File: src/hdl/fwe_pkg.sv
// ----------------------------------------------------------------------------
// fwe_pkg
// Shared types and constants for the filename wildcard expander: the parse
// phase encoding, the character codes the parser looks for, and the frame
// that carries one finished drive/name/type result from front to back.
// ----------------------------------------------------------------------------
package fwe_pkg;

  // Field geometry.
  localparam logic [3:0] NAME_LEN  = 4'd8;
  localparam logic [3:0] TYPE_LEN  = 4'd3;
  localparam int         FIELD_LEN = 11;
  localparam logic [3:0] LAST_IDX  = 4'd11;

  // Depth of the frame queue between parser and serializer.
  localparam int QDEPTH = 2;

  // Character codes.
  localparam logic [7:0] CH_NUL   = 8'h00;
  localparam logic [7:0] CH_SPACE = 8'h20;
  localparam logic [7:0] CH_QUEST = 8'h3F;
  localparam logic [7:0] CH_STAR  = 8'h2A;
  localparam logic [7:0] CH_DOT   = 8'h2E;
  localparam logic [7:0] CH_COLON = 8'h3A;
  localparam logic [7:0] CH_SLASH = 8'h2F;
  localparam logic [7:0] CH_BSLSH = 8'h5C;
  localparam logic [7:0] CH_UA    = 8'h41;
  localparam logic [7:0] CH_UP    = 8'h50;
  localparam logic [7:0] CH_LA    = 8'h61;
  localparam logic [7:0] CH_LZ    = 8'h7A;
  localparam logic [7:0] CASE_BIT = 8'h20;

  // Parser phases: the prefix phases hold one character of lookahead.
  typedef enum logic [2:0] {
    PH_START = 3'd0,
    PH_ONE   = 3'd1,
    PH_DRV0  = 3'd2,
    PH_DRV1  = 3'd3,
    PH_AD0   = 3'd4,
    PH_AD1   = 3'd5,
    PH_NAME  = 3'd6,
    PH_TYPE  = 3'd7
  } phase_t;

  // One finished pattern: error flag, drive code, name bytes then type bytes.
  typedef struct packed {
    logic                      bad;
    logic [4:0]                drive;
    logic [FIELD_LEN-1:0][7:0] bytes;
  } frame_t;

endpackage

File: src/hdl/fwe_front.sv
// ----------------------------------------------------------------------------
// fwe_front
// Pattern parser. Accepts one character per cycle unless q_full, strips leading
// dot prefixes, decodes the drive letter and fills the name and type fields.
// On the terminator it pushes a finished frame and returns to its start state.
// ----------------------------------------------------------------------------
module fwe_front (
  input  logic            clk,
  input  logic            rst_n,
  input  logic            ch_valid,
  input  logic [7:0]      ch,
  input  logic            end_of_pattern,
  input  logic            q_full,
  output logic            ch_ready,
  output logic            push,
  output fwe_pkg::frame_t push_frame
);
  import fwe_pkg::*;

  typedef struct packed {
    phase_t               phase;
    logic [7:0]           held;
    logic [7:0][7:0]      name;
    logic [2:0][7:0]      typ;
    logic [3:0]           pos;
    logic [4:0]           drive;
    logic                 err;
    logic                 ended;
  } parse_t;

  function automatic logic [7:0] upcase(input logic [7:0] c);
    if (c >= CH_LA && c <= CH_LZ) begin
      return c - CASE_BIT;
    end
    return c;
  endfunction

  function automatic logic is_sep(input logic [7:0] c);
    return (c == CH_SLASH) || (c == CH_BSLSH);
  endfunction

  function automatic parse_t parse_init();
    parse_t s;
    s.phase = PH_START;
    s.held  = CH_NUL;
    for (int i = 0; i < 8; i++) begin
      s.name[i] = CH_SPACE;
    end
    for (int i = 0; i < 3; i++) begin
      s.typ[i] = CH_SPACE;
    end
    s.pos   = '0;
    s.drive = '0;
    s.err   = 1'b0;
    s.ended = 1'b0;
    return s;
  endfunction

  function automatic parse_t take_drive(input parse_t si, input logic [7:0] c);
    parse_t     s;
    logic [7:0] d;
    s = si;
    d = upcase(c);
    if (d < CH_UA || d > CH_UP) begin
      s.err = 1'b1;
    end else begin
      s.drive = 5'(d - CH_UA + 8'd1);
    end
    s.phase = PH_AD0;
    return s;
  endfunction

  // One character of the name or type field.
  function automatic parse_t body_char(input parse_t si, input logic [7:0] c);
    parse_t s;
    s = si;
    if (s.phase == PH_NAME) begin
      if (c == CH_DOT) begin
        s.phase = PH_TYPE;
        s.pos   = '0;
      end else if (c == CH_STAR) begin
        for (int i = 0; i < 8; i++) begin
          if (4'(i) >= s.pos) s.name[i] = CH_QUEST;
        end
        s.pos = NAME_LEN;
      end else if (s.pos < NAME_LEN) begin
        s.name[s.pos[2:0]] = upcase(c);
        s.pos = s.pos + 4'd1;
      end
    end else begin
      if (c == CH_STAR) begin
        for (int i = 0; i < 3; i++) begin
          if (4'(i) >= s.pos) s.typ[i] = CH_QUEST;
        end
        if (s.pos < TYPE_LEN) s.pos = TYPE_LEN;
      end else if (s.pos < TYPE_LEN) begin
        s.typ[s.pos[1:0]] = upcase(c);
        s.pos = s.pos + 4'd1;
      end
    end
    return s;
  endfunction

  function automatic parse_t enter_body(input parse_t si, input logic [7:0] c0,
                                        input logic [7:0] c1, input logic two);
    parse_t s;
    s = si;
    s.phase = PH_NAME;
    s.pos   = '0;
    s = body_char(s, c0);
    if (two) s = body_char(s, c1);
    return s;
  endfunction

  function automatic parse_t fill_all(input parse_t si);
    parse_t s;
    s = si;
    for (int i = 0; i < 8; i++) begin
      s.name[i] = CH_QUEST;
    end
    for (int i = 0; i < 3; i++) begin
      s.typ[i] = CH_QUEST;
    end
    return s;
  endfunction

  parse_t st_r, st_nxt, fin;
  logic   acc;

  assign ch_ready = !q_full;
  assign acc      = ch_valid && ch_ready;

  // Closing of the pattern: resolve whatever lookahead is still held.
  always_comb begin
    fin = st_r;
    if (!st_r.err) begin
      unique case (st_r.phase)
        PH_START, PH_DRV0, PH_AD0: fin = fill_all(st_r);
        PH_ONE: begin
          if (st_r.held == CH_DOT || is_sep(st_r.held)) fin = fill_all(st_r);
          else fin = enter_body(st_r, st_r.held, CH_NUL, 1'b0);
        end
        PH_DRV1, PH_AD1: begin
          if (is_sep(st_r.held)) fin = fill_all(st_r);
          else fin = enter_body(st_r, st_r.held, CH_NUL, 1'b0);
        end
        default: fin = st_r;
      endcase
    end
  end

  // Next state of the parser for one accepted transaction.
  always_comb begin
    st_nxt = st_r;
    if (acc) begin
      if (end_of_pattern) begin
        st_nxt = parse_init();
      end else if (st_r.err || st_r.ended) begin
        st_nxt = st_r;
      end else if (ch == CH_NUL) begin
        st_nxt.ended = 1'b1;
      end else begin
        unique case (st_r.phase)
          PH_START: begin
            st_nxt.held  = ch;
            st_nxt.phase = PH_ONE;
          end
          PH_DRV0: begin
            st_nxt.held  = ch;
            st_nxt.phase = PH_DRV1;
          end
          PH_AD0: begin
            st_nxt.held  = ch;
            st_nxt.phase = PH_AD1;
          end
          PH_ONE: begin
            if (st_r.held == CH_DOT && is_sep(ch)) st_nxt.phase = PH_DRV0;
            else if (ch == CH_COLON) st_nxt = take_drive(st_r, st_r.held);
            else st_nxt = enter_body(st_r, st_r.held, ch, 1'b1);
          end
          PH_DRV1: begin
            if (ch == CH_COLON) st_nxt = take_drive(st_r, st_r.held);
            else st_nxt = enter_body(st_r, st_r.held, ch, 1'b1);
          end
          PH_AD1: st_nxt = enter_body(st_r, st_r.held, ch, 1'b1);
          default: st_nxt = body_char(st_r, ch);
        endcase
      end
    end
  end

  // Frame handed to the queue on a terminator.
  always_comb begin
    push             = acc && end_of_pattern;
    push_frame.bad   = fin.err;
    push_frame.drive = fin.drive;
    for (int i = 0; i < 8; i++) begin
      push_frame.bytes[i] = fin.name[i];
    end
    for (int i = 0; i < 3; i++) begin
      push_frame.bytes[8 + i] = fin.typ[i];
    end
  end

  always_ff @(posedge clk) begin
    if (!rst_n) begin
      st_r <= parse_init();
    end else begin
      st_r <= st_nxt;
    end
  end

endmodule

File: src/hdl/fwe_queue.sv
// ----------------------------------------------------------------------------
// fwe_queue
// Small frame queue between the parser and the serializer, so that the
// parser can take the next pattern while results are still going out.
// ----------------------------------------------------------------------------
module fwe_queue (
  input  logic            clk,
  input  logic            rst_n,
  input  logic            push,
  input  fwe_pkg::frame_t push_frame,
  input  logic            pop,
  output fwe_pkg::frame_t head,
  output logic            full,
  output logic            empty
);
  import fwe_pkg::*;

  localparam int PW = $clog2(QDEPTH);
  localparam int CW = $clog2(QDEPTH + 1);

  frame_t        mem_r [QDEPTH];
  logic [PW-1:0] wr_ptr_r, rd_ptr_r;
  logic [CW-1:0] count_r;

  assign full  = (count_r == CW'(QDEPTH));
  assign empty = (count_r == '0);
  assign head  = mem_r[rd_ptr_r];

  // Storage, written at the tail.
  always_ff @(posedge clk) begin
    if (push) begin
      mem_r[wr_ptr_r] <= push_frame;
    end
  end

  // Pointers and fill count.
  always_ff @(posedge clk) begin
    if (!rst_n) begin
      wr_ptr_r <= '0;
      rd_ptr_r <= '0;
      count_r  <= '0;
    end else begin
      if (push) begin
        wr_ptr_r <= (wr_ptr_r == PW'(QDEPTH - 1)) ? '0 : wr_ptr_r + PW'(1);
      end
      if (pop) begin
        rd_ptr_r <= (rd_ptr_r == PW'(QDEPTH - 1)) ? '0 : rd_ptr_r + PW'(1);
      end
      if (push && !pop) begin
        count_r <= count_r + CW'(1);
      end else if (pop && !push) begin
        count_r <= count_r - CW'(1);
      end
    end
  end

endmodule

File: src/hdl/fwe_back.sv
// ----------------------------------------------------------------------------
// fwe_back
// Result serializer. Loads one frame at a time and sends the drive byte and
// the eleven field bytes, or a single error result, one per res_ready cycle.
// ----------------------------------------------------------------------------
module fwe_back (
  input  logic            clk,
  input  logic            rst_n,
  input  fwe_pkg::frame_t head,
  input  logic            empty,
  output logic            pop,
  input  logic            res_ready,
  output logic            res_valid,
  output logic [3:0]      byte_index,
  output logic [7:0]      byte_value,
  output logic            bad_pattern,
  output logic            last
);
  import fwe_pkg::*;

  frame_t     frame_r;
  logic       busy_r;
  logic [3:0] idx_r;
  logic       fire, done;

  assign res_valid = busy_r;
  assign fire      = busy_r && res_ready;
  assign done      = fire && last;
  assign pop       = (!busy_r || done) && !empty;

  // Result fields from the current frame and byte counter.
  always_comb begin
    byte_index  = idx_r;
    bad_pattern = frame_r.bad;
    last        = frame_r.bad || (idx_r == LAST_IDX);
    if (frame_r.bad) begin
      byte_value = '0;
    end else if (idx_r == '0) begin
      byte_value = {3'b000, frame_r.drive};
    end else begin
      byte_value = frame_r.bytes[idx_r - 4'd1];
    end
  end

  // Frame payload, loaded as the queue head is taken.
  always_ff @(posedge clk) begin
    if (pop) begin
      frame_r <= head;
    end
  end

  // Serializer control.
  always_ff @(posedge clk) begin
    if (!rst_n) begin
      busy_r <= 1'b0;
      idx_r  <= '0;
    end else begin
      if (pop) begin
        busy_r <= 1'b1;
        idx_r  <= '0;
      end else if (done) begin
        busy_r <= 1'b0;
        idx_r  <= '0;
      end else if (fire) begin
        idx_r <= idx_r + 4'd1;
      end
    end
  end

endmodule

File: src/hdl/filename_wildcard_expander.sv
// ----------------------------------------------------------------------------
// filename_wildcard_expander
// Expands a wildcard filename pattern into a drive code plus the eight name
// and three type bytes of a directory search block.
// ----------------------------------------------------------------------------
//  Channel | Direction | Transaction contents
//  in_*    | slave     | tdata: ch[7:0]; tlast: end_of_pattern
//  out_*   | master    | tdata: byte_index[3:0], byte_value[11:4], zeros[15:12];
//          |           | tuser: bad_pattern; tlast: last
//
// The parser takes one character per cycle with no bubbles unless stalled;
// a terminator turns into a frame in a two-entry queue. The serializer
// sends one result per cycle while out_tready is high, twelve per pattern
// (one for a bad drive), so the output side sets the sustained rate for
// short patterns. in_tready drops only while both queue entries hold frames.
// Reset (rst_n low, synchronous) empties the queue and restarts the parser.
// ----------------------------------------------------------------------------
module filename_wildcard_expander (
  input  logic        clk,
  input  logic        rst_n,
  input  logic        in_tvalid,
  output logic        in_tready,
  input  logic [7:0]  in_tdata,   // [7:0] ch
  input  logic        in_tlast,
  output logic        out_tvalid,
  input  logic        out_tready,
  output logic [15:0] out_tdata,  // [3:0] byte_index, [11:4] byte_value
  output logic        out_tuser,  // [0] bad_pattern
  output logic        out_tlast
);
  import fwe_pkg::*;

  frame_t     push_frame, head;
  logic       push, pop, q_full, q_empty;
  logic [3:0] byte_index;
  logic [7:0] byte_value;

  fwe_front u_front (
    .clk            (clk),
    .rst_n          (rst_n),
    .ch_valid       (in_tvalid),
    .ch             (in_tdata),
    .end_of_pattern (in_tlast),
    .q_full         (q_full),
    .ch_ready       (in_tready),
    .push           (push),
    .push_frame     (push_frame)
  );

  fwe_queue u_queue (
    .clk        (clk),
    .rst_n      (rst_n),
    .push       (push),
    .push_frame (push_frame),
    .pop        (pop),
    .head       (head),
    .full       (q_full),
    .empty      (q_empty)
  );

  fwe_back u_back (
    .clk         (clk),
    .rst_n       (rst_n),
    .head        (head),
    .empty       (q_empty),
    .pop         (pop),
    .res_ready   (out_tready),
    .res_valid   (out_tvalid),
    .byte_index  (byte_index),
    .byte_value  (byte_value),
    .bad_pattern (out_tuser),
    .last        (out_tlast)
  );

  // Pack the result fields, lowest field first.
  assign out_tdata = {4'b0000, byte_value, byte_index};

endmodule

File: config.mk
export PLATFORM = sky130hd
export DESIGN_NAME = filename_wildcard_expander
export DESIGN_NICKNAME = d
export VERILOG_FILES = /design/src/hdl/fwe_pkg.sv /design/src/hdl/fwe_front.sv /design/src/hdl/fwe_queue.sv /design/src/hdl/fwe_back.sv /design/src/hdl/filename_wildcard_expander.sv
export SDC_FILE = /design/constraint.sdc
export NUM_CORES = 1
export LEC_CHECK = 0
export BUFFER_PORTS_ARGS = -buffer_cell sky130_fd_sc_hd__buf_4
export CAP_MARGIN = 20
export CELL_PAD_IN_SITES_DETAIL_PLACEMENT = 0
export CELL_PAD_IN_SITES_GLOBAL_PLACEMENT = 1
export CORE_ASPECT_RATIO = 1.5
export CORE_MARGIN = 10
export CORE_UTILIZATION = 56
export CTS_CLUSTER_SIZE = 12
export DETAILED_ROUTE_END_ITERATION = 16
export PLACE_DENSITY_LB_ADDON = 0.3
export SYNTH_ARGS = -nofsm -noshare
export SYNTH_HDL_FRONTEND = slang
export SYNTH_SLANG_ARGS = --single-unit
File: constraint.sdc
create_clock -name clk -period 18 [get_ports clk]
set_clock_uncertainty 0.05 [all_clocks]
set_input_delay 3.6 -clock clk [delete_from_list [all_inputs] [get_ports clk]]
set_output_delay 3.6 -clock clk [all_outputs]
set_load 0.01 [all_outputs]
**Yosys cells after proc, flatten, opt, wreduce, memory -nomap -nowiden**

Memories as Yosys holds them, arrays and structs flattened. A register that Yosys moved wholly into a read port is not among the register bits.
Index checks and enable logic that the tools add are counted.

- Order comparisons: 65
- Equal/unequal tests: 46
- Multiplexer cells: 459
- Bitwise operators: 1
- Reduce and logical (&&, ||, !) cells: 67
- Add/subtract/negate cells: 16

Operators by type and width:

| kind | count |
|---|---|
| $mux 64 | 39 |
| $mux 8 | 161 |
| $mux 24 | 21 |
| $mux 28 | 16 |
| $mux 110 | 4 |
| $pmux 99 s4 | 1 |
| $mux 99 | 3 |
| $pmux 99 s3 | 1 |
| $bwmux 64 | 4 |
| $mux 4 | 39 |
| $mux 1 | 123 |
| $reduce_and 11->1 | 10 |
| $mux 109 | 1 |
| $mux 107 | 1 |
| $bwmux 24 | 4 |
| $demux 8 s3 | 4 |
| $mux 3 | 26 |
| $pmux 11 s6 | 1 |
| $demux 8 s2 | 4 |
| $ge 3x4->1 const A | 16 |
| $eq 8x6->1 const B | 7 |
| $mux 56 | 1 |
| $ne 6x6->1 const B | 8 |
| $bmux 8 s4 | 1 |
| 57 further kinds | 158 |

- Memories: 1
- Bits in registers: 119
- Memory bits (writable): 188

Memories:

| name | depth | width | rd ports | clocked after memory_dff | write ports | line | text |
|---|---|---|---|---|---|---|---|
| u_queue.mem_r | 2 | 94 | 1 | 1 | 1 | fwe_queue.sv:21 | `frame_t mem_r [QDEPTH];` |

**Logic depth before layout (Yosys ltp)**

- Depth after elaboration: 50
- Depth in mapped cells: 13
- Depth with buffers taken out: 8

**Hierarchy**

A second synthesis with hierarchy kept.

- Cells, all modules: 1653
- Area, all modules: 19506.2 um^2

Modules (own cells, without submodules):

| module | area each (um^2) | cells an instance | instances | sequential area each (um^2) |
|---|---|---|---|---|
| fwe_front | 8364.3 | 1116 | 1 | 2202.1 |
| fwe_queue | 7010.5 | 314 | 1 | 5745.5 |
| fwe_back | 4097.7 | 218 | 1 | 2922.8 |
| filename_wildcard_expander | 33.8 | 5 | 1 | 0.0 |

**Least setup slack after synthesis**

No wires, ideal clock.

- Path type: input -> register
- Start: input in_tlast
- End: memory u_queue.mem_r[0][0] (netlist bit), enable pin
- Path buffers: 3
- Stages on the path: 5
- Library setup time: 0.548 ns
- Required time: 17.402 ns
- Data arrival time: 8.567 ns
- Path slack: 8.835 ns
- Path through: clkbuf_1 -> clkbuf_1 -> clkbuf_1 -> nand3_1 -> nor2_1

- Longest elaborated chain between the ends: 3

Ends and longest elaborated chain:

| element | line | text |
|---|---|---|
| start: declaration | filename_wildcard_expander.sv:24 | `input logic in_tlast,` |
| $logic_and 1x1->1 | fwe_front.sv:194 | `push = acc && end_of_pattern;` |
| $mux 1 | fwe_queue.sv:31 | `if (push) begin` |
| $mux 1 (not written as such) | fwe_queue.sv:32 | `mem_r[wr_ptr_r] <= push_frame;` |
| end: declaration | fwe_queue.sv:21 |  |

Every way passes these cells.

**Final worst setup path**

- Start: register u_back.idx_r[0] (netlist: u_back.byte_index[0])
- End: output out_tdata[5]

- Longest elaborated chain between the ends: 5

Ends and longest elaborated chain:

| element | line | text |
|---|---|---|
| start: declaration | fwe_back.sv:23 | `logic [3:0] idx_r;` |
| start signal: assignment | fwe_back.sv:65 | `idx_r <= idx_r + 4'd1;` |
| $sub 4x1->4 | fwe_back.sv:41 | `byte_value = frame_r.bytes[idx_r - 4'd1];` |
| $bmux 8 s4 | fwe_back.sv:41 |  |
| $mux 8 (not written as such) | fwe_back.sv:41 |  |
| $mux 8 * | fwe_back.sv:38 | `end else if (idx_r == '0) begin` |
| $mux 8 * | fwe_back.sv:36 | `if (frame_r.bad) begin` |
| end: declaration | filename_wildcard_expander.sv:27 | `output logic [15:0] out_tdata,` |

Mark *: on every way between the ends. The rest lies on a longest branch, timed or not. The select of a mux whose other input is x is not followed.

==> flow_summary.ini <==
[clock_network]
cts_max_level = 2
cts-root-buf = clkbuf_16
worstSkewPairLatency_ps = 540
cts_buffers = 40
clockBufferDepth = 3
cts_hold_buf = 0
post_cts_buffers = 0
clk_pin_slew_ps = 60
clock_sinks = 401
cts-resized-gates = 0
tritoncts = done

[synthesis]
netlist_instances = 1621
ys_ff_latch = 401
syn_area_per_cell_um2 = 11.6
yosys_warnings = 0
synthFlopType = edfxtp_1
seq_area_frac_synth_pct = 57.9
syn-cell-area_mm2 = 0.0188
synth_edf_count = 282
synth_cell_type_count = 95
async_flop_share_pct = 0

[worst_setup_path]
critPathCapture = out_tdata[5]
start_kind = register
r2r_start = u_front.st_r[109]$_SDFFE_PN0P_
rr_endpoint = u_front.st_r[14]$_SDFFE_PN0P_
cp_max_fo = 14
r2r_cells = 7
cp.arrival_ps = 3430
path_class = register to output pin
crit_path_end_kind = output pin
crit_start = u_back.byte_index[0]$_SDFFE_PP0P_
rrSetupSlack_ps = 14280
cp.required_ps = 14350

[sta]
worstMarginPinSlew_ps = 1200
drv_slew = 0
slew-limit-headroom_pct = 19.3
timing.final.crit_share_pct = 39.3
final.min_clock_period_ps = 7080
rsz0062_at_grt = no
fin_setup_tns_ps = 0
hold_viol = 0
max_freq_ghz = 0.141
setup_violations = 0

[place]
hpwl_um = 33700
portBuffers = 28
gp_congestion = 0.940
postPlaceCellArea_mm2 = 0.0192

[finish]
syn2layout_area_growth_pct = 8.50
fin_area_mm2 = 0.0203
drive_gt1_share_pct = 16.4
nNetsFinal = 1619
fillers = 2703
antenna_cells = 0
final_util_pct = 61.2

[floorplan]
start_util_pct = 56.4
core-area_mm2 = 0.0332
io-pin-count = 33
std_cell_rows = 82
die_area_mm2 = 0.0414
fp.dieH_um = 244
die_w_um = 169

[global_route]
grt_pass1_vias = 13300
antenna_found_initial = 1
grt_pass1_wl_um = 78100
grt_start_max_net_pins = 76
grt_overflow = 0
grtUsageTotal_pct = 24.0

[worst_hold_path]
whs_path_depth = 2
min_path_type = register to register

[detailed_routing]
drc_errors = 0
final_antenna_net_count = 0
first_pass_iters = 8
num_vias = 13400
routedWlPerCell_um = 24.9
drt_iter0_drc = 1336
wl_um = 51000
vias_per_cell = 6.54

[pwr]
vdd_drop_max_uv = 80.5
p_per_area_mw_per_mm2 = 124
leakagePower_nw = 6.44

[run_status]
status = finished, final reports clean

[run]
maxCapViolations = 0
==> synthesized netlist by cell type, types with 21 or more instances <==
cell	instances	share of area, %
and2_1	24	0.80
o21ai_0	62	1.7
edfxtp_1	282	45
nor4_1	48	1.6
o22ai_1	21	0.70
clkbuf_1	83	1.7
a21oi_1	119	3.2
mux2_2	94	5.6
nand2_1	137	2.7
nand2b_1	51	1.7
nor3_1	68	1.8
dfxtp_1	119	13
inv_1	45	0.90
nor2_1	81	1.6
==> stage by stage <==
stage               power, mW  cells  worst slack (ps)  hold WS (ps)
floorplan                1.62   1624              8840           375
global placement         1.78   1974             11240           392
CTS                      2.55   2046             10840           413
finish                   2.53   2046             10920           416
detailed placement       1.80   1974             11120           405
global route             2.63   2046             10650           430
==> where the power goes <==
| part | total, mW | switching [mW] | internal [mW] |
|---|---|---|---|
| registers | 1.25 | 0.0670 | 1.19 |
| logic | 0.523 | 0.334 | 0.189 |
| clock network | 0.755 | 0.338 | 0.417 |
| total | 2.53 | 0.739 | 1.79 |
==> logic make-up (layout without fill, tap and decap cells) <==
| group | count (synthesis) | after routing | share of synthesized area (%) |
|---|---|---|---|
| simple gates | 510 | 510 | 14.4 |
| flops | 401 | 401 | 57.9 |
| compound gates | 392 | 392 | 14.3 |
| buf+inv | 174 | 176 | 4.00 |
| mux | 119 | 119 | 8.05 |
| xor+xnor | 13 | 13 | 0.607 |
| fa+ha+maj | 11 | 11 | 0.721 |
| other cells | 1 | 4 | 0.0200 |
==> worst min path at each step <==
stage               slack (ps)                     startpoint                       endpoint
CTS                        410  u_front.st_r[97]$_SDFFE_PN0P_  u_front.st_r[97]$_SDFFE_PN0P_
floorplan                  370  u_front.st_r[89]$_SDFFE_PN0P_  u_front.st_r[89]$_SDFFE_PN0P_
global placement           390  u_front.st_r[89]$_SDFFE_PN0P_  u_front.st_r[89]$_SDFFE_PN0P_
global route               430  u_front.st_r[18]$_SDFFE_PN0P_  u_front.st_r[18]$_SDFFE_PN0P_
finish                     420  u_front.st_r[97]$_SDFFE_PN0P_  u_front.st_r[97]$_SDFFE_PN0P_
detailed placement         410  u_front.st_r[97]$_SDFFE_PN0P_  u_front.st_r[97]$_SDFFE_PN0P_
==> worst max-delay path, stage by stage (launching register included) <==
cell and delay, ps:
dfxtp_1 330, inv_1 170, ha_1 780, buf_4 390
nor2b_1 520, nand2_1 100, o21ai_0 110, a311oi_1 130
nor3_1 200, buf_4 160
==> area by class of cell <==
cell class                      instances  area (µm²)  share of cell area (%)
Sequential cell                       401       10900                    53.3
Clock buffer                           65        1090                    5.38
Timing Repair Buffer                   58         435                    2.14
Tap cell                              420         526                    2.58
Clock inverter                          7        50.0                   0.246
Inverter                               46         174                   0.855
Multi-Input combinational cell       1049        7210                    35.4
==> registers in the layout, indices dropped and copies added, names as in the netlist <==
register,cells
u_queue.wr_ptr_r,1
u_queue.count_r,2
u_back.frame_r,93
u_back.bad_pattern,1
u_back.res_valid,1
u_front.st_r,110
u_queue.rd_ptr_r,1
u_back.byte_index,4
u_queue.mem_r,188
==> placed cells by master, fill, tap and decap left out, drive strengths merged, types with 17 or more instances in the layout <==
cell    netlist  final
a21oi       119    119
and2         25     25
buf          45     58
clkbuf       83     65
dfxtp       119    119
edfxtp      282    282
inv          46     46
mux2         94     94
nand2       138    138
nand2b       51     51
nand3        21     21
nor2         82     82
nor3         69     69
nor4         51     51
o21ai        66     66
o22ai        21     21
o31ai        17     17
==> per-layer routing <==
metal  global-route usage [%]  share of wire [%]  vias to the layer above  wire length, µm
met3                     3.28                6.7                      149             3400
li1                         -                  -                     6103                -
met2                     38.5                 48                      581            24500
met4                     10.7                4.4                        0             2230
met5                        0                  0                        -                0
met1                     31.9                 41                     6549            20900
(Power assumes the default switching activity.)
